## src/hdl/chunked_copy_completion_tracker_unit_defines.svh

```systemverilog
// assertion macros used by the tracker back end
// expects signals named clock and reset in the including module
`ifndef CHUNKED_COPY_COMPLETION_TRACKER_UNIT_DEFINES_SVH
`define CHUNKED_COPY_COMPLETION_TRACKER_UNIT_DEFINES_SVH

// property that must hold at every clock edge outside reset
`define CCCT_ASSERT(name, expr, msg) \
   name: assert property (@(posedge clock) disable iff (reset) (expr)) else $error(msg);

// implication checked in the same cycle outside reset
`define CCCT_ASSERT_IMPL(name, ante, cons, msg) \
   name: assert property (@(posedge clock) disable iff (reset) (ante) |-> (cons)) \
      else $error(msg);

`endif

```

## src/hdl/ccct_pkg.sv

```systemverilog
// shared widths, codes and job record for the chunked copy completion tracker
// no dependencies
package ccct_pkg;

   localparam int ADDR_W   = 48;
   localparam int SEQ_W    = 48;
   localparam int BYTES_W  = 31;
   localparam int LEN_W    = 25;
   localparam int LOG2_W   = 5;
   localparam int KIND_W   = 3;
   localparam int TYPE_W   = 2;

   // chunk size limits, log2 of bytes
   localparam logic [LOG2_W-1:0] CHUNK_LOG2_MIN   = 5'd12;
   localparam logic [LOG2_W-1:0] CHUNK_LOG2_MAX   = 5'd24;
   localparam logic [LOG2_W-1:0] CHUNK_LOG2_RESET = 5'd20;

   // width of the chunk count of the largest copy at the smallest chunk size
   localparam int CHUNKS_W = BYTES_W - 12 + 1;

   typedef enum logic [TYPE_W-1:0] {
      REQ_ENQUEUE = 2'd0,
      REQ_FINISH  = 2'd1,
      REQ_WAIT    = 2'd2
   } req_code_type;

   typedef enum logic [KIND_W-1:0] {
      RK_DESC   = 3'd0,
      RK_ANSWER = 3'd1,
      RK_SIGNAL = 3'd2,
      RK_ACK    = 3'd3,
      RK_ERROR  = 3'd4
   } result_kind_type;

   // classified operation handed from front to back
   typedef enum logic [2:0] {
      OP_COPY       = 3'd0,
      OP_EMPTY_COPY = 3'd1,
      OP_OVERSIZE   = 3'd2,
      OP_FINISH     = 3'd3,
      OP_WAIT       = 3'd4,
      OP_BAD        = 3'd5
   } op_type;

   typedef struct packed {
      op_type              op;
      logic [ADDR_W-1:0]   source;
      logic [ADDR_W-1:0]   dest;
      logic [BYTES_W-1:0]  bytes;
      logic [SEQ_W-1:0]    seq;
      logic [LOG2_W-1:0]   chunk_log2;
   } job_type;

endpackage

```

## src/hdl/ccct_channels.sv

```systemverilog
// request and result channel interfaces of the tracker
// depends on ccct_pkg
interface ccct_req_if;
   import ccct_pkg::*;

   logic                valid;
   logic                ready;
   logic [TYPE_W-1:0]   req_type;
   logic [ADDR_W-1:0]   source_address;
   logic [ADDR_W-1:0]   dest_address;
   logic [BYTES_W-1:0]  copy_bytes;
   logic [SEQ_W-1:0]    seq_number;

   modport source (
      output valid, req_type, source_address, dest_address, copy_bytes, seq_number,
      input  ready
   );
   modport sink (
      input  valid, req_type, source_address, dest_address, copy_bytes, seq_number,
      output ready
   );
endinterface

interface ccct_rsp_if;
   import ccct_pkg::*;

   logic                valid;
   logic                ready;
   logic [KIND_W-1:0]   result_kind;
   logic [ADDR_W-1:0]   chunk_source;
   logic [ADDR_W-1:0]   chunk_dest;
   logic [LEN_W-1:0]    chunk_length;
   logic [SEQ_W-1:0]    chunk_seq;
   logic                already_done;
   logic [SEQ_W-1:0]    done_mark;
   logic                last_of_run;

   modport source (
      output valid, result_kind, chunk_source, chunk_dest, chunk_length, chunk_seq,
             already_done, done_mark, last_of_run,
      input  ready
   );
   modport sink (
      input  valid, result_kind, chunk_source, chunk_dest, chunk_length, chunk_seq,
             already_done, done_mark, last_of_run,
      output ready
   );
endinterface

```

## src/hdl/ccct_front.sv

```systemverilog
// front end: accepts request transfers, holds the chunk size register, classifies jobs
// depends on ccct_pkg and ccct_req_if
module ccct_front #(
   parameter int MAX_CHUNKS = 64
) (
   input  logic                          clock,
   input  logic                          reset,
   input  logic                          csr_wr_en,
   input  logic [ccct_pkg::LOG2_W-1:0]   csr_wr_data,
   ccct_req_if.sink                      req_bus,
   output ccct_pkg::job_type             job_data,
   output logic                          job_valid,
   input  logic                          job_ready
);
   import ccct_pkg::*;

   logic [LOG2_W-1:0]   chunk_log2_ff, chunk_log2_in;
   logic [LOG2_W-1:0]   log2_sat;
   logic [BYTES_W-1:0]  frac_mask;
   logic [BYTES_W-1:0]  whole_chunks;
   logic [CHUNKS_W-1:0] chunk_count;
   logic                too_many;

   // chunk size register
   assign chunk_log2_in = csr_wr_en ? csr_wr_data : chunk_log2_ff;

   always_ff @(posedge clock) begin
      if (reset) begin
         chunk_log2_ff <= CHUNK_LOG2_RESET;
      end else begin
         chunk_log2_ff <= chunk_log2_in;
      end
   end

   // saturated chunk size and chunk count of the copy
   always_comb begin
      if (chunk_log2_ff < CHUNK_LOG2_MIN) begin
         log2_sat = CHUNK_LOG2_MIN;
      end else if (chunk_log2_ff > CHUNK_LOG2_MAX) begin
         log2_sat = CHUNK_LOG2_MAX;
      end else begin
         log2_sat = chunk_log2_ff;
      end
      frac_mask    = (BYTES_W'(1) << log2_sat) - BYTES_W'(1);
      whole_chunks = req_bus.copy_bytes >> log2_sat;
      chunk_count  = CHUNKS_W'(whole_chunks)
                   + CHUNKS_W'(|(req_bus.copy_bytes & frac_mask));
      too_many     = chunk_count > CHUNKS_W'(MAX_CHUNKS);
   end

   // classify the transfer into a job record
   always_comb begin
      job_data.source     = req_bus.source_address;
      job_data.dest       = req_bus.dest_address;
      job_data.bytes      = req_bus.copy_bytes;
      job_data.seq        = req_bus.seq_number;
      job_data.chunk_log2 = log2_sat;
      case (req_bus.req_type)
         REQ_ENQUEUE: begin
            if (req_bus.copy_bytes == '0) begin
               job_data.op = OP_EMPTY_COPY;
            end else if (too_many) begin
               job_data.op = OP_OVERSIZE;
            end else begin
               job_data.op = OP_COPY;
            end
         end
         REQ_FINISH: job_data.op = OP_FINISH;
         REQ_WAIT:   job_data.op = OP_WAIT;
         default:    job_data.op = OP_BAD;
      endcase
   end

   // handshake straight into the job queue
   assign job_valid     = req_bus.valid;
   assign req_bus.ready = job_ready;

endmodule

```

## src/hdl/ccct_fifo.sv

```systemverilog
// two-entry job queue between the front end and the execution back end
// depends on ccct_pkg
module ccct_fifo (
   input  logic                clock,
   input  logic                reset,
   input  ccct_pkg::job_type   in_data,
   input  logic                in_valid,
   output logic                in_ready,
   output ccct_pkg::job_type   out_data,
   output logic                out_valid,
   input  logic                out_ready
);
   import ccct_pkg::*;

   localparam int DEPTH = 2;
   localparam int CNT_W = 2;

   job_type             slot_ff [DEPTH];
   logic                wr_ptr_ff, wr_ptr_in;
   logic                rd_ptr_ff, rd_ptr_in;
   logic [CNT_W-1:0]    count_ff, count_in;
   logic                push, pop;

   // pointer and fill bookkeeping
   assign in_ready  = count_ff != CNT_W'(DEPTH);
   assign out_valid = count_ff != '0;
   assign out_data  = slot_ff[rd_ptr_ff];
   assign push      = in_valid && in_ready;
   assign pop       = out_valid && out_ready;
   assign wr_ptr_in = push ? !wr_ptr_ff : wr_ptr_ff;
   assign rd_ptr_in = pop ? !rd_ptr_ff : rd_ptr_ff;

   always_comb begin
      count_in = count_ff;
      if (push && !pop) begin
         count_in = count_ff + 1'b1;
      end else if (pop && !push) begin
         count_in = count_ff - 1'b1;
      end
   end

   always_ff @(posedge clock) begin
      if (reset) begin
         wr_ptr_ff <= 1'b0;
         rd_ptr_ff <= 1'b0;
         count_ff  <= '0;
      end else begin
         wr_ptr_ff <= wr_ptr_in;
         rd_ptr_ff <= rd_ptr_in;
         count_ff  <= count_in;
      end
   end

   // entry storage
   always_ff @(posedge clock) begin
      if (push) begin
         slot_ff[wr_ptr_ff] <= in_data;
      end
   end

endmodule

```

## src/hdl/ccct_back.sv

```systemverilog
// back end: runs jobs against the tracker state and drives the result register
// depends on ccct_pkg, ccct_rsp_if and the assertion macro header
`include "chunked_copy_completion_tracker_unit_defines.svh"

module ccct_back #(
   parameter int EARLY_WINDOW  = 64,
   parameter int REQUEST_DEPTH = 16
) (
   input  logic                clock,
   input  logic                reset,
   input  ccct_pkg::job_type   job_data,
   input  logic                job_valid,
   output logic                job_ready,
   ccct_rsp_if.source          rsp_bus
);
   import ccct_pkg::*;

   localparam int SLOT_W = (EARLY_WINDOW > 1) ? $clog2(EARLY_WINDOW) : 1;
   localparam int QI_W   = (REQUEST_DEPTH > 1) ? $clog2(REQUEST_DEPTH) : 1;
   localparam int QC_W   = $clog2(REQUEST_DEPTH + 1);
   localparam logic [SLOT_W:0]   WIN_EXT   = (SLOT_W+1)'(EARLY_WINDOW);
   localparam logic [SLOT_W-1:0] SLOT_LAST = SLOT_W'(EARLY_WINDOW - 1);
   localparam logic [QI_W-1:0]   QI_LAST   = QI_W'(REQUEST_DEPTH - 1);

   typedef enum logic [5:0] {
      ST_IDLE      = 6'b000001,
      ST_COPY      = 6'b000010,
      ST_SWEEP     = 6'b000100,
      ST_DRAIN_RD  = 6'b001000,
      ST_DRAIN_CMP = 6'b010000,
      ST_REPORT    = 6'b100000
   } back_state_type;

   back_state_type            state_ff, state_in;
   logic [SEQ_W-1:0]          next_seq_ff, next_seq_in;
   logic [SEQ_W-1:0]          mark_ff, mark_in;
   logic [SLOT_W-1:0]         mark_slot_ff, mark_slot_in;
   logic [SEQ_W-1:0]          last_sig_ff, last_sig_in;
   logic [EARLY_WINDOW-1:0]   early_ff, early_in;
   logic [QI_W-1:0]           tq_head_ff, tq_head_in;
   logic [QI_W-1:0]           tq_tail_ff, tq_tail_in;
   logic [QC_W-1:0]           tq_count_ff, tq_count_in;
   logic                      drained_ff, drained_in;

   // copy walk and threshold payload
   logic [ADDR_W-1:0]         src_ff, src_in;
   logic [ADDR_W-1:0]         dst_ff, dst_in;
   logic [BYTES_W-1:0]        remain_ff, remain_in;
   logic [LOG2_W-1:0]         chunk_log2_ff, chunk_log2_in;
   logic [SEQ_W-1:0]          tq_back_ff, tq_back_in;
   logic [SEQ_W-1:0]          tq_rdata_ff;
   logic [SEQ_W-1:0]          tq_mem [REQUEST_DEPTH];
   logic                      tq_we;

   // result register
   logic                      out_valid_ff, out_valid_in;
   result_kind_type           out_kind_ff, out_kind_in;
   logic [ADDR_W-1:0]         out_src_ff, out_src_in;
   logic [ADDR_W-1:0]         out_dst_ff, out_dst_in;
   logic [LEN_W-1:0]          out_len_ff, out_len_in;
   logic [SEQ_W-1:0]          out_seq_ff, out_seq_in;
   logic                      out_done_ff, out_done_in;
   logic [SEQ_W-1:0]          out_mark_ff, out_mark_in;
   logic                      out_last_ff, out_last_in;

   // per-cycle helpers
   logic                      out_free;
   logic                      job_pop;
   logic [LEN_W-1:0]          chunk_size;
   logic [BYTES_W-1:0]        chunk_wide;
   logic [SEQ_W-1:0]          fin_gap;
   logic                      seq_wrapped;
   logic [SLOT_W:0]           slot_sum;
   logic [SLOT_W-1:0]         slot_set;
   logic [SEQ_W-1:0]          adv_mark;
   logic [SLOT_W-1:0]         adv_slot;
   logic                      req_met, req_dup, req_full;

   logic                      emit;
   result_kind_type           e_kind;
   logic [ADDR_W-1:0]         e_src, e_dst;
   logic [LEN_W-1:0]          e_len;
   logic [SEQ_W-1:0]          e_seq, e_mark;
   logic                      e_done, e_last;

   assign out_free   = !out_valid_ff || rsp_bus.ready;
   assign job_pop    = (state_ff == ST_IDLE) && job_valid && out_free;
   assign job_ready  = job_pop;
   assign chunk_size = LEN_W'(1) << chunk_log2_ff;
   assign chunk_wide = BYTES_W'(chunk_size);

   // distance of a finished chunk from the mark and its bitmap slot
   always_comb begin
      fin_gap     = job_data.seq - mark_ff;
      seq_wrapped = job_data.seq < mark_ff;
      slot_sum    = {1'b0, mark_slot_ff} + {1'b0, fin_gap[SLOT_W-1:0]};
      if (seq_wrapped) begin
         slot_set = job_data.seq[SLOT_W-1:0];
      end else if (slot_sum >= WIN_EXT) begin
         slot_set = SLOT_W'(slot_sum - WIN_EXT);
      end else begin
         slot_set = slot_sum[SLOT_W-1:0];
      end
   end

   // mark plus one, slot follows with wrap at the window and at the 48-bit end
   always_comb begin
      adv_mark = mark_ff + 1'b1;
      if (&mark_ff) begin
         adv_slot = '0;
      end else if (mark_slot_ff == SLOT_LAST) begin
         adv_slot = '0;
      end else begin
         adv_slot = mark_slot_ff + 1'b1;
      end
   end

   // threshold request tests
   assign req_met  = mark_ff >= job_data.seq;
   assign req_dup  = (tq_count_ff != '0) && (tq_back_ff >= job_data.seq);
   assign req_full = tq_count_ff == QC_W'(REQUEST_DEPTH);

   // sequencer
   always_comb begin
      state_in      = state_ff;
      next_seq_in   = next_seq_ff;
      mark_in       = mark_ff;
      mark_slot_in  = mark_slot_ff;
      last_sig_in   = last_sig_ff;
      early_in      = early_ff;
      tq_head_in    = tq_head_ff;
      tq_tail_in    = tq_tail_ff;
      tq_count_in   = tq_count_ff;
      drained_in    = drained_ff;
      src_in        = src_ff;
      dst_in        = dst_ff;
      remain_in     = remain_ff;
      chunk_log2_in = chunk_log2_ff;
      tq_back_in    = tq_back_ff;
      tq_we         = 1'b0;

      emit   = 1'b0;
      e_kind = RK_ACK;
      e_src  = '0;
      e_dst  = '0;
      e_len  = '0;
      e_seq  = '0;
      e_done = 1'b0;
      e_mark = mark_ff;
      e_last = 1'b1;

      case (state_ff)
         ST_IDLE: begin
            if (job_pop) begin
               case (job_data.op)
                  OP_COPY: begin
                     src_in        = job_data.source;
                     dst_in        = job_data.dest;
                     remain_in     = job_data.bytes;
                     chunk_log2_in = job_data.chunk_log2;
                     state_in      = ST_COPY;
                  end
                  OP_EMPTY_COPY: begin
                     emit   = 1'b1;
                     e_kind = RK_ACK;
                  end
                  OP_FINISH: begin
                     if (fin_gap == '0) begin
                        mark_in      = adv_mark;
                        mark_slot_in = adv_slot;
                        drained_in   = 1'b0;
                        state_in     = ST_SWEEP;
                     end else if (fin_gap < SEQ_W'(EARLY_WINDOW)) begin
                        early_in[slot_set] = 1'b1;
                        emit   = 1'b1;
                        e_kind = RK_ACK;
                     end else begin
                        emit   = 1'b1;
                        e_kind = RK_ERROR;
                     end
                  end
                  OP_WAIT: begin
                     emit = 1'b1;
                     if (req_met) begin
                        e_kind = RK_ANSWER;
                        e_done = 1'b1;
                     end else if (req_dup) begin
                        e_kind = RK_ANSWER;
                     end else if (req_full) begin
                        e_kind = RK_ERROR;
                     end else begin
                        tq_we       = 1'b1;
                        tq_tail_in  = (tq_tail_ff == QI_LAST) ? '0 : tq_tail_ff + 1'b1;
                        tq_count_in = tq_count_ff + 1'b1;
                        tq_back_in  = job_data.seq;
                        e_kind      = RK_ANSWER;
                     end
                  end
                  default: begin
                     emit   = 1'b1;
                     e_kind = RK_ERROR;
                  end
               endcase
            end
         end
         ST_COPY: begin
            if (out_free) begin
               emit        = 1'b1;
               e_kind      = RK_DESC;
               e_src       = src_ff;
               e_dst       = dst_ff;
               e_len       = (remain_ff > chunk_wide) ? chunk_size : LEN_W'(remain_ff);
               e_seq       = next_seq_ff;
               e_mark      = '0;
               e_last      = remain_ff <= chunk_wide;
               next_seq_in = next_seq_ff + 1'b1;
               src_in      = src_ff + ADDR_W'(chunk_size);
               dst_in      = dst_ff + ADDR_W'(chunk_size);
               remain_in   = remain_ff - chunk_wide;
               if (remain_ff <= chunk_wide) begin
                  state_in = ST_IDLE;
               end
            end
         end
         ST_SWEEP: begin
            if (early_ff[mark_slot_ff]) begin
               early_in[mark_slot_ff] = 1'b0;
               mark_in      = adv_mark;
               mark_slot_in = adv_slot;
            end else begin
               state_in = ST_DRAIN_RD;
            end
         end
         ST_DRAIN_RD: begin
            state_in = (tq_count_ff == '0) ? ST_REPORT : ST_DRAIN_CMP;
         end
         ST_DRAIN_CMP: begin
            if (tq_rdata_ff <= mark_ff) begin
               tq_head_in  = (tq_head_ff == QI_LAST) ? '0 : tq_head_ff + 1'b1;
               tq_count_in = tq_count_ff - 1'b1;
               drained_in  = 1'b1;
               state_in    = ST_DRAIN_RD;
            end else begin
               state_in = ST_REPORT;
            end
         end
         ST_REPORT: begin
            if (out_free) begin
               emit = 1'b1;
               if (drained_ff && (mark_ff > last_sig_ff)) begin
                  e_kind      = RK_SIGNAL;
                  last_sig_in = mark_ff;
               end else begin
                  e_kind = RK_ACK;
               end
               state_in = ST_IDLE;
            end
         end
         default: begin
            state_in = ST_IDLE;
         end
      endcase
   end

   // result register load
   always_comb begin
      out_valid_in = out_valid_ff && !rsp_bus.ready;
      out_kind_in  = out_kind_ff;
      out_src_in   = out_src_ff;
      out_dst_in   = out_dst_ff;
      out_len_in   = out_len_ff;
      out_seq_in   = out_seq_ff;
      out_done_in  = out_done_ff;
      out_mark_in  = out_mark_ff;
      out_last_in  = out_last_ff;
      if (emit) begin
         out_valid_in = 1'b1;
         out_kind_in  = e_kind;
         out_src_in   = e_src;
         out_dst_in   = e_dst;
         out_len_in   = e_len;
         out_seq_in   = e_seq;
         out_done_in  = e_done;
         out_mark_in  = e_mark;
         out_last_in  = e_last;
      end
   end

   // control state
   always_ff @(posedge clock) begin
      if (reset) begin
         state_ff     <= ST_IDLE;
         next_seq_ff  <= '0;
         mark_ff      <= '0;
         mark_slot_ff <= '0;
         last_sig_ff  <= '0;
         early_ff     <= '0;
         tq_head_ff   <= '0;
         tq_tail_ff   <= '0;
         tq_count_ff  <= '0;
         drained_ff   <= 1'b0;
         out_valid_ff <= 1'b0;
      end else begin
         state_ff     <= state_in;
         next_seq_ff  <= next_seq_in;
         mark_ff      <= mark_in;
         mark_slot_ff <= mark_slot_in;
         last_sig_ff  <= last_sig_in;
         early_ff     <= early_in;
         tq_head_ff   <= tq_head_in;
         tq_tail_ff   <= tq_tail_in;
         tq_count_ff  <= tq_count_in;
         drained_ff   <= drained_in;
         out_valid_ff <= out_valid_in;
      end
   end

   // payload registers
   always_ff @(posedge clock) begin
      src_ff        <= src_in;
      dst_ff        <= dst_in;
      remain_ff     <= remain_in;
      chunk_log2_ff <= chunk_log2_in;
      tq_back_ff    <= tq_back_in;
      out_kind_ff   <= out_kind_in;
      out_src_ff    <= out_src_in;
      out_dst_ff    <= out_dst_in;
      out_len_ff    <= out_len_in;
      out_seq_ff    <= out_seq_in;
      out_done_ff   <= out_done_in;
      out_mark_ff   <= out_mark_in;
      out_last_ff   <= out_last_in;
   end

   // threshold ring memory, registered read at the head
   always_ff @(posedge clock) begin
      if (tq_we) begin
         tq_mem[tq_tail_ff] <= job_data.seq;
      end
      tq_rdata_ff <= tq_mem[tq_head_ff];
   end

   // result channel
   assign rsp_bus.valid        = out_valid_ff;
   assign rsp_bus.result_kind  = out_kind_ff;
   assign rsp_bus.chunk_source = out_src_ff;
   assign rsp_bus.chunk_dest   = out_dst_ff;
   assign rsp_bus.chunk_length = out_len_ff;
   assign rsp_bus.chunk_seq    = out_seq_ff;
   assign rsp_bus.already_done = out_done_ff;
   assign rsp_bus.done_mark    = out_mark_ff;
   assign rsp_bus.last_of_run  = out_last_ff;

   // checks
   `CCCT_ASSERT(a_queue_bound, tq_count_ff <= QC_W'(REQUEST_DEPTH), "threshold queue overfilled")
   `CCCT_ASSERT_IMPL(a_mark_slot_clear, state_ff == ST_IDLE, !early_ff[mark_slot_ff], "early bit set at mark")
   `CCCT_ASSERT_IMPL(a_drain_nonempty, state_ff == ST_DRAIN_CMP, tq_count_ff != '0, "drain compare on empty queue")
   `CCCT_ASSERT_IMPL(a_copy_remaining, state_ff == ST_COPY, remain_ff != '0, "copy walk with no bytes left")

endmodule

```

## src/hdl/chunked_copy_completion_tracker_unit.sv

```systemverilog
// top level of the chunked copy completion tracker
// depends on ccct_pkg, ccct_channels, ccct_front, ccct_fifo and ccct_back
//
// Usage:
//   req_bus carries one operation per transfer: enqueue a copy, report a chunk
//   finished, or wait for a sequence threshold. rsp_bus returns results; the
//   last result of each operation has last_of_run set. csr_wr_en/csr_wr_data
//   write the log2 chunk size; the user must write it only while the block is
//   idle, which the block itself does not enforce.
// Flow:
//   a transfer enters a two-entry job queue; the back end takes it from the
//   queue and loads its first result into the result register on rsp_bus.
//   A copy holds the back end while it emits one descriptor per cycle, as
//   long as rsp_bus is not stalled; plain completions and requests give a
//   single result. A completion that advances the mark takes the job, sweeps
//   the early-finished chunks from the bitmap, drains reached thresholds from
//   the threshold ring through its registered read port, and reports.
// Reset and stall:
//   reset clears the sequence counters, mark, bitmap and threshold ring and
//   sets the chunk size to 2^20 bytes. A stalled rsp_bus holds its result;
//   the queue keeps accepting request transfers until it fills.
module chunked_copy_completion_tracker_unit #(
   parameter int EARLY_WINDOW  = 64,
   parameter int REQUEST_DEPTH = 16,
   parameter int MAX_CHUNKS    = 64
) (
   input  logic                          clock,
   input  logic                          reset,
   input  logic                          csr_wr_en,
   input  logic [ccct_pkg::LOG2_W-1:0]   csr_wr_data,
   ccct_req_if.sink                      req_bus,
   ccct_rsp_if.source                    rsp_bus
);
   import ccct_pkg::*;

   job_type  front_job;
   logic     front_valid;
   logic     front_ready;
   job_type  back_job;
   logic     back_valid;
   logic     back_ready;

   // classification front end
   ccct_front #(
      .MAX_CHUNKS (MAX_CHUNKS)
   ) u_front (
      .clock       (clock),
      .reset       (reset),
      .csr_wr_en   (csr_wr_en),
      .csr_wr_data (csr_wr_data),
      .req_bus     (req_bus),
      .job_data    (front_job),
      .job_valid   (front_valid),
      .job_ready   (front_ready)
   );

   // decoupling queue
   ccct_fifo u_fifo (
      .clock     (clock),
      .reset     (reset),
      .in_data   (front_job),
      .in_valid  (front_valid),
      .in_ready  (front_ready),
      .out_data  (back_job),
      .out_valid (back_valid),
      .out_ready (back_ready)
   );

   // execution back end
   ccct_back #(
      .EARLY_WINDOW  (EARLY_WINDOW),
      .REQUEST_DEPTH (REQUEST_DEPTH)
   ) u_back (
      .clock     (clock),
      .reset     (reset),
      .job_data  (back_job),
      .job_valid (back_valid),
      .job_ready (back_ready),
      .rsp_bus   (rsp_bus)
   );

endmodule

```

## src/flat_wrapper.sv

```systemverilog
// flat-port wrapper written by rule: the top's interface ports become plain ports
module chunked_copy_completion_tracker_unit_flat import ccct_pkg::*;
#(
   parameter int EARLY_WINDOW  = 64,
   parameter int REQUEST_DEPTH = 16,
   parameter int MAX_CHUNKS    = 64
)
  (clock, reset, csr_wr_en, csr_wr_data, req_bus_valid, req_bus_req_type, req_bus_source_address, req_bus_dest_address, req_bus_copy_bytes, req_bus_seq_number, req_bus_ready, rsp_bus_valid, rsp_bus_result_kind, rsp_bus_chunk_source, rsp_bus_chunk_dest, rsp_bus_chunk_length, rsp_bus_chunk_seq, rsp_bus_already_done, rsp_bus_done_mark, rsp_bus_last_of_run, rsp_bus_ready);
  ccct_req_if req_bus_i ();
  ccct_rsp_if rsp_bus_i ();
  input  logic clock;
  input  logic reset;
  input  logic csr_wr_en;
  input  logic [ccct_pkg::LOG2_W-1:0] csr_wr_data;
  input wire logic [$bits(req_bus_i.valid)-1:0] req_bus_valid;
  input wire logic [$bits(req_bus_i.req_type)-1:0] req_bus_req_type;
  input wire logic [$bits(req_bus_i.source_address)-1:0] req_bus_source_address;
  input wire logic [$bits(req_bus_i.dest_address)-1:0] req_bus_dest_address;
  input wire logic [$bits(req_bus_i.copy_bytes)-1:0] req_bus_copy_bytes;
  input wire logic [$bits(req_bus_i.seq_number)-1:0] req_bus_seq_number;
  output wire logic [$bits(req_bus_i.ready)-1:0] req_bus_ready;
  output wire logic [$bits(rsp_bus_i.valid)-1:0] rsp_bus_valid;
  output wire logic [$bits(rsp_bus_i.result_kind)-1:0] rsp_bus_result_kind;
  output wire logic [$bits(rsp_bus_i.chunk_source)-1:0] rsp_bus_chunk_source;
  output wire logic [$bits(rsp_bus_i.chunk_dest)-1:0] rsp_bus_chunk_dest;
  output wire logic [$bits(rsp_bus_i.chunk_length)-1:0] rsp_bus_chunk_length;
  output wire logic [$bits(rsp_bus_i.chunk_seq)-1:0] rsp_bus_chunk_seq;
  output wire logic [$bits(rsp_bus_i.already_done)-1:0] rsp_bus_already_done;
  output wire logic [$bits(rsp_bus_i.done_mark)-1:0] rsp_bus_done_mark;
  output wire logic [$bits(rsp_bus_i.last_of_run)-1:0] rsp_bus_last_of_run;
  input wire logic [$bits(rsp_bus_i.ready)-1:0] rsp_bus_ready;
  assign req_bus_i.valid = req_bus_valid;
  assign req_bus_i.req_type = req_bus_req_type;
  assign req_bus_i.source_address = req_bus_source_address;
  assign req_bus_i.dest_address = req_bus_dest_address;
  assign req_bus_i.copy_bytes = req_bus_copy_bytes;
  assign req_bus_i.seq_number = req_bus_seq_number;
  assign req_bus_ready = req_bus_i.ready;
  assign rsp_bus_valid = rsp_bus_i.valid;
  assign rsp_bus_result_kind = rsp_bus_i.result_kind;
  assign rsp_bus_chunk_source = rsp_bus_i.chunk_source;
  assign rsp_bus_chunk_dest = rsp_bus_i.chunk_dest;
  assign rsp_bus_chunk_length = rsp_bus_i.chunk_length;
  assign rsp_bus_chunk_seq = rsp_bus_i.chunk_seq;
  assign rsp_bus_already_done = rsp_bus_i.already_done;
  assign rsp_bus_done_mark = rsp_bus_i.done_mark;
  assign rsp_bus_last_of_run = rsp_bus_i.last_of_run;
  assign rsp_bus_i.ready = rsp_bus_ready;
  chunked_copy_completion_tracker_unit #(.EARLY_WINDOW(EARLY_WINDOW), .REQUEST_DEPTH(REQUEST_DEPTH), .MAX_CHUNKS(MAX_CHUNKS)) u_core (.clock(clock), .reset(reset), .csr_wr_en(csr_wr_en), .csr_wr_data(csr_wr_data), .req_bus(req_bus_i), .rsp_bus(rsp_bus_i));
endmodule
```

## config.mk

```make
export PLATFORM = sky130hd
export DESIGN_NAME = chunked_copy_completion_tracker_unit_flat
export DESIGN_NICKNAME = d
export VERILOG_FILES = /design/src/hdl/ccct_pkg.sv /design/src/hdl/ccct_channels.sv /design/src/hdl/ccct_front.sv /design/src/hdl/ccct_fifo.sv /design/src/hdl/ccct_back.sv /design/src/hdl/chunked_copy_completion_tracker_unit.sv /design/src/flat_wrapper.sv
export VERILOG_INCLUDE_DIRS = /design/src /design/src/hdl
export SDC_FILE = /design/constraint.sdc
export NUM_CORES = 2
export LEC_CHECK = 0
export BUFFER_PORTS_ARGS = -buffer_cell sky130_fd_sc_hd__buf_2
export CAP_MARGIN = 20
export CORE_MARGIN = 2
export CORE_UTILIZATION = 30
export CTS_CLUSTER_SIZE = 12
export DETAILED_ROUTE_END_ITERATION = 12
export PLACE_DENSITY = 0.55
export RECOVER_POWER = 100
export SLEW_MARGIN = 0
export SYNTH_ARGS = -nofsm -noshare
export SYNTH_HDL_FRONTEND = slang
export SYNTH_SLANG_ARGS = --single-unit
```

## constraint.sdc

```tcl
create_clock -name clock -period 45.7 [get_ports clock]
set_clock_uncertainty 0.15 [all_clocks]
set_input_delay 4.57 -clock clock [delete_from_list [all_inputs] [get_ports clock]]
set_output_delay 4.57 -clock clock [all_outputs]
set_load 0.02 [all_outputs]
```

; ---- Word level (Yosys, flattened, before mapping)
; Memories as Yosys holds them, arrays and structs flattened. A register that Yosys moved wholly into a read port is not among the register bits.
; Cells that the tools add are included.
[classes]
n_addsub = 17
n_mul = 0
n_div = 0
magnitude_cmp = 16
n_eq_ne = 34
n_shift = 3
muxes = 102
n_bitwise = 7
reduce_logical = 45
[ops]
columns = operator, count
row1 = $mux W48, 12
row2 = $mux W64, 5
row3 = $pmux W48 S2, 3
row4 = $pmux W64 S2, 1
row5 = $add A48 B1 Y48 const B, 2
row6 = $add A48 B25 Y48, 2
row7 = $ge A48 B48 Y1, 2
row8 = $mux W6, 16
row9 = $mux W31, 3
row10 = $and A64 B64 Y64, 1
row11 = $not A64 Y64, 1
row12 = $or A64 B64 Y64, 1
row13 = $pmux W31 S2, 1
row14 = $gt A48 B48 Y1, 1
row15 = $le A48 B48 Y1, 1
row16 = $logic_not A48 Y1, 1
row17 = $lt A48 B48 Y1, 1
row18 = $lt A48 B7 Y1 const B, 1
row19 = $reduce_and A48 Y1, 1
row20 = $sub A48 B48 Y48, 1
row21 = $mux W5, 8
row22 = $pmux W6 S6, 1
row23 = $and A31 B31 Y31, 1
row24 = $gt A31 B25 Y1, 1
row25 = other kinds (67), 156
[totals]
reg_bits = 646
latchBits = 0
ram_bits = 1134
romBits = 0
inputBits = 187
word_cells = 254
mem_count = 2
[memory_table]
columns = name, depth, word_bits, rd, rd_ports_with_merged_regs, write_ports, line
row1 = u_core.u_back.tq_mem, 16, 48, 1, 1, 1, ccct_back.sv:52  ; logic [SEQ_W-1:0] tq_mem [REQUEST_DEPTH];
row2 = u_core.u_fifo.slot_ff, 2, 183, 1, 1, 1, ccct_fifo.sv:18  ; job_type slot_ff [DEPTH];

; ---- Depth between registers and ports, before layout
[logic_depth]
depth_word = 15
ltp_mapped = 23
mapped_depth_nobuf = 20

; ---- By module
; A second synthesis with hierarchy kept.
[unflattened]
cells_unflattened = 6296
hier_area_um2 = 84853.9
[by_module_without_submodules]
columns = mod, instances, cells_each, area_per_inst_um2, seq_area_each_um2
row1 = ccct_back, 1, 5160, 67598.6, 40799.1
row2 = ccct_fifo, 1, 593, 13492.9, 11090.6
row3 = ccct_front, 1, 543, 3762.4, 100.1

; ---- Least setup slack after synthesis
; OpenSTA, ideal clock, no wires.
[synth_path]
kind = input -> register
startpoint = in rsp_bus_ready
endpoint = reg u_core.u_back.out_done_ff (netlist: u_core.u_back.rsp_bus.already_done), enable pin
setup_ns = 1.127
arrival_time_ns = 21.446
required_ns = 44.423
path_slack_ns = 22.977
cell_stages = 5
n_path_buf = 2
path_cell_list = nand2b_1 > clkbuf_1 > o211ai_1 > clkbuf_1 > o31ai_1
[synth_via]
elab_chain_cells = 4
elab_cells_between_ends = 5
[synth_lines]
columns = element, line
row1 = from (decl), flat_wrapper.sv:31  ; input wire logic [$bits(rsp_bus_i.ready)-1:0] rsp_bus_ready;
row2 = $logic_or A1 B1 Y1 (*), ccct_back.sv:86  ; assign out_free = !out_valid_ff || rsp_bus.ready;
row3 = $logic_and A1 B1 Y1, ccct_back.sv:87  ; assign job_pop = (state_ff == ST_IDLE) && job_valid && out_free;
row4 = $mux W1, ccct_back.sv:154  ; if (job_pop) begin
row5 = $pmux W1 S2 (*), ccct_back.sv:152  ; case (state_ff)
row6 = via u_core.u_back.emit, ccct_back.sv:79  ; logic emit;
row7 = to (signal assigned), ccct_back.sv:330  ; out_done_ff <= out_done_in;
row8 = to (decl), ccct_back.sv:62  ; logic out_done_ff, out_done_in;
; Mark *: on every way through the listed nets, which the timed path passes. The rest lies on a longest branch.
; A chain may end at the register's enable or synchronous reset.

==> impl_metrics.yaml <==
sta:
  setup_ws_ns: 23.60
  layout_min_cycle_time_ns: 22.10
  layout_worst_path_cycle_share_pct: 48.4
  fin_tns_setup_ns: 0
  rsz0062_at_grt: "false"
  setup_viol: 0
  timing.fmax_mhz: 45.3
  hold_viol_final: 0
  tightest_slew_ns: 8.29
  max_slew_margin_pct: -453
  maxSlewViolCount: 2726
critical_path:
  critPathKind: "flop to flop"
  cp.required_ns: 45.98
  crit_path_end_kind: "flop"
  cp_slowest_cell: "clkbuf_1"
  cp_num_cells: 20
  critPathTopFamily: "buffers and inverters"
  cp.buffers_inverters: 6
  critPathMaxStageDelay_ns: 5.70
  crit_fanout: 134
  start_kind: "flop"
  worstPathArrival_ns: 22.38
  cpMostUsedCell: "clkbuf_1"
  crit_chain: "clkbuf_1 > mux2i_1 > inv_1 > clkbuf_1 > ha_1 > a21oi_1 > and2_0 > a22oi_1 > nand3_1 > a2111oi_0 > a211oi_1 > mux2i_1 > or4_1 > nor2_1 > nand3_1 > nor3_1 > o31ai_4 > clkbuf_1 > clkbuf_1 > clkbuf_1"
  reg2reg_depth: 20
placement:
  hpwl_um: 173000
  place_inst: 10100
  dp_slack_ns: 35.96
  portBuffers: 410
  routabilityCongestion: 0.901
logic_synthesis:
  yosys_most_used_dff: "edfxtp_1"
  synth_cells: 6169
  ys_ff_latch: 1829
  synth_edf_count: 1536
  async_flop_share_pct: 0
  syn_avg_cell_area_um2: 13.5
  ys.warnings.count: 0
  ys_seq_area_share_pct: 62.6
  yosysUniqueCellTypes: 95
  syn_area_mm2: 0.0830
min_path:
  worst_hold_path_type: "flop to flop"
  whs_path_depth: 2
floorplanning:
  num_io_pins: 411
  initial_utilization_pct: 30.1
  dieHeight_um: 530
  coreArea_mm2: 0.276
  die_w_um: 530
  num_rows: 193
  die-area_mm2: 0.281
power_and_ir_drop:
  irDropWorstVdd_v: 0.0000557
  powerDensity_mw_per_mm2: 51.2
  leakagePower_nw: 31.3
routing:
  num_vias: 53900
  initialDrtViolationCount: 4816
  drc_errors: 0
  ant_nets: 0
  via_per_inst: 5.15
  routed_wl_um: 252000
  first_pass_iters: 6
  wl_per_cell_um: 24.1
global_routing:
  grt.overflow.total: 0
  grt_pass1_wl_um: 364000
  grt_max_degree: 197
  track_usage_pct: 17.4
  antenna_found_initial: 35
  grt_pass1_vias: 53000
cts:
  cts.sinks: 1829
  worstSkewPairLatency_ns: 0.90
  clockBufferDepth: 4
  cts_tree: "done"
  postCtsResizedCells: 0
  htree_levels: 4
  clockRootBuffer: "clkbuf_16"
  cts_buffers: 203
  holdBufCountCts: 0
  post_cts_buffers: 0
  clk_pin_slew_ns: 0.06
final_layout:
  fin_util_pct: 34.4
  finalNonFillerCells: 10500
  drive_gt1_share_pct: 9.95
  fillCellCount: 27000
  synthToLayoutAreaGrowth_pct: 14.5
  largest_register: "u_core.u_back.tq_mem"
  multiInputGateArea_mm2: 0.0290
  largest_reg_flops: 768
  register_area_mm2: 0.0520
  top_regs: "u_core.u_back.tq_mem x768, u_core.u_fifo.slot_ff x366, u_core.u_back.early_ff x64"
  layout.nets: 7069
run_status:
  status: "complete, but fails checks"
  violations: "capacitance limit, slew limit"
job:
  max_cap_viol_count: 56
power breakdown:
part	switching, mW	total [mW]	internal, mW
clock	0.662	1.58	0.919
combinational	0.780	1.07	0.286
sequential	0.0698	2.22	2.15
total	1.51	4.86	3.35
per-layer routing:
| layer | track usage (%) | vias up | part of all wire (%) |
|---|---|---|---|
| met5 | 0 | - | 0.056 |
| met4 | 5.45 | 22 | 3.1 |
| met3 | 2.79 | 386 | 6.4 |
| met2 | 29.1 | 1812 | 48 |
| met1 | 22.9 | 27200 | 43 |
| li1 | - | 24500 | - |
stage by stage:
step	area [um^2]	power, mW	hold WS [ns]
floorplan	83000	2.94	0.288
global placement	89600	3.28	0.298
detailed placement	89600	3.30	0.309
CTS	96000	4.89	0.323
global route	95000	5.07	0.346
finish	95100	4.86	0.321
worst min-delay path, stage by stage (launching register included):
cell and delay (ns):
dfxtp_1 0.32, nand3_1 0.06, o21ai_0 0.06
kinds of logic (layout without fill, tap and decap cells):
kind of cell / after synthesis / after routing / share of synthesized area, %
AO/OA/AOI/OAI: 1136 / 1136 / 8.63
XOR/XNOR: 183 / 183 / 1.93
adder cells (fa/ha/maj): 293 / 293 / 4.47
buffers and inverters: 543 / 1117 / 2.51
flip-flops: 1829 / 1829 / 62.6
multiplexers: 469 / 469 / 9.52
other: 1 / 14 / 0.00452
AND/OR/NAND/NOR: 1715 / 1715 / 10.3
synth_stat cells, drive strengths merged, types with 93 or more instances:
cell	n	area share [%]
a21o	96	0.87
a21oi	321	2.0
and3	175	1.3
clkbuf	225	1.0
dfxtp	293	7.1
edfxtp	1536	56
ha	287	4.3
inv	248	1.1
mux2i	196	2.4
mux4	255	6.9
nand2	396	1.8
nand3	175	1.1
nor2	420	1.9
nor2b	97	0.73
o21ai	318	1.9
xor2	93	0.98
area by class of cell:
type                            instances  area share [%]
Sequential cell                      1829            54.7
Multi-Input combinational cell       3798            30.6
Clock buffer                          292            5.94
Tap cell                             3705            4.88
Timing Repair Buffer                  504            2.18
Inverter                              253           0.999
Clock inverter                         68           0.715
Antenna cell                           12          0.0316
cell usage in the layout (no fill, tap or decap), types with 82 or more instances in the layout:
master     instances
clkbuf_16        205
o21ai_0          316
ha_1             287
edfxtp_1        1536
nand2_1          396
mux4_2           255
inv_1            249
a21oi_1          314
nor2b_1           97
and3_1           175
mux2i_1          196
dfxtp_1          291
nand3_1          175
clkbuf_1         495
a21o_1            96
nor2_1           416
xnor2_1           90
a211oi_1          82
xor2_1            93
path summary, 6_finish.rpt:
check	to	slack (ns)	start
hold / removal	u_core.u_back.early_ff[56]	0.32	u_core.u_back.early_ff[56]
setup reg to reg	u_core.u_back.rsp_bus.chunk_dest[28]	23.60	flop
setup / recovery	u_core.u_back.rsp_bus.chunk_dest[28]	23.60	flop
hold reg to reg	u_core.u_back.early_ff[56]	0.32	u_core.u_back.early_ff[56]
Power figures use the tool's default switching activity.
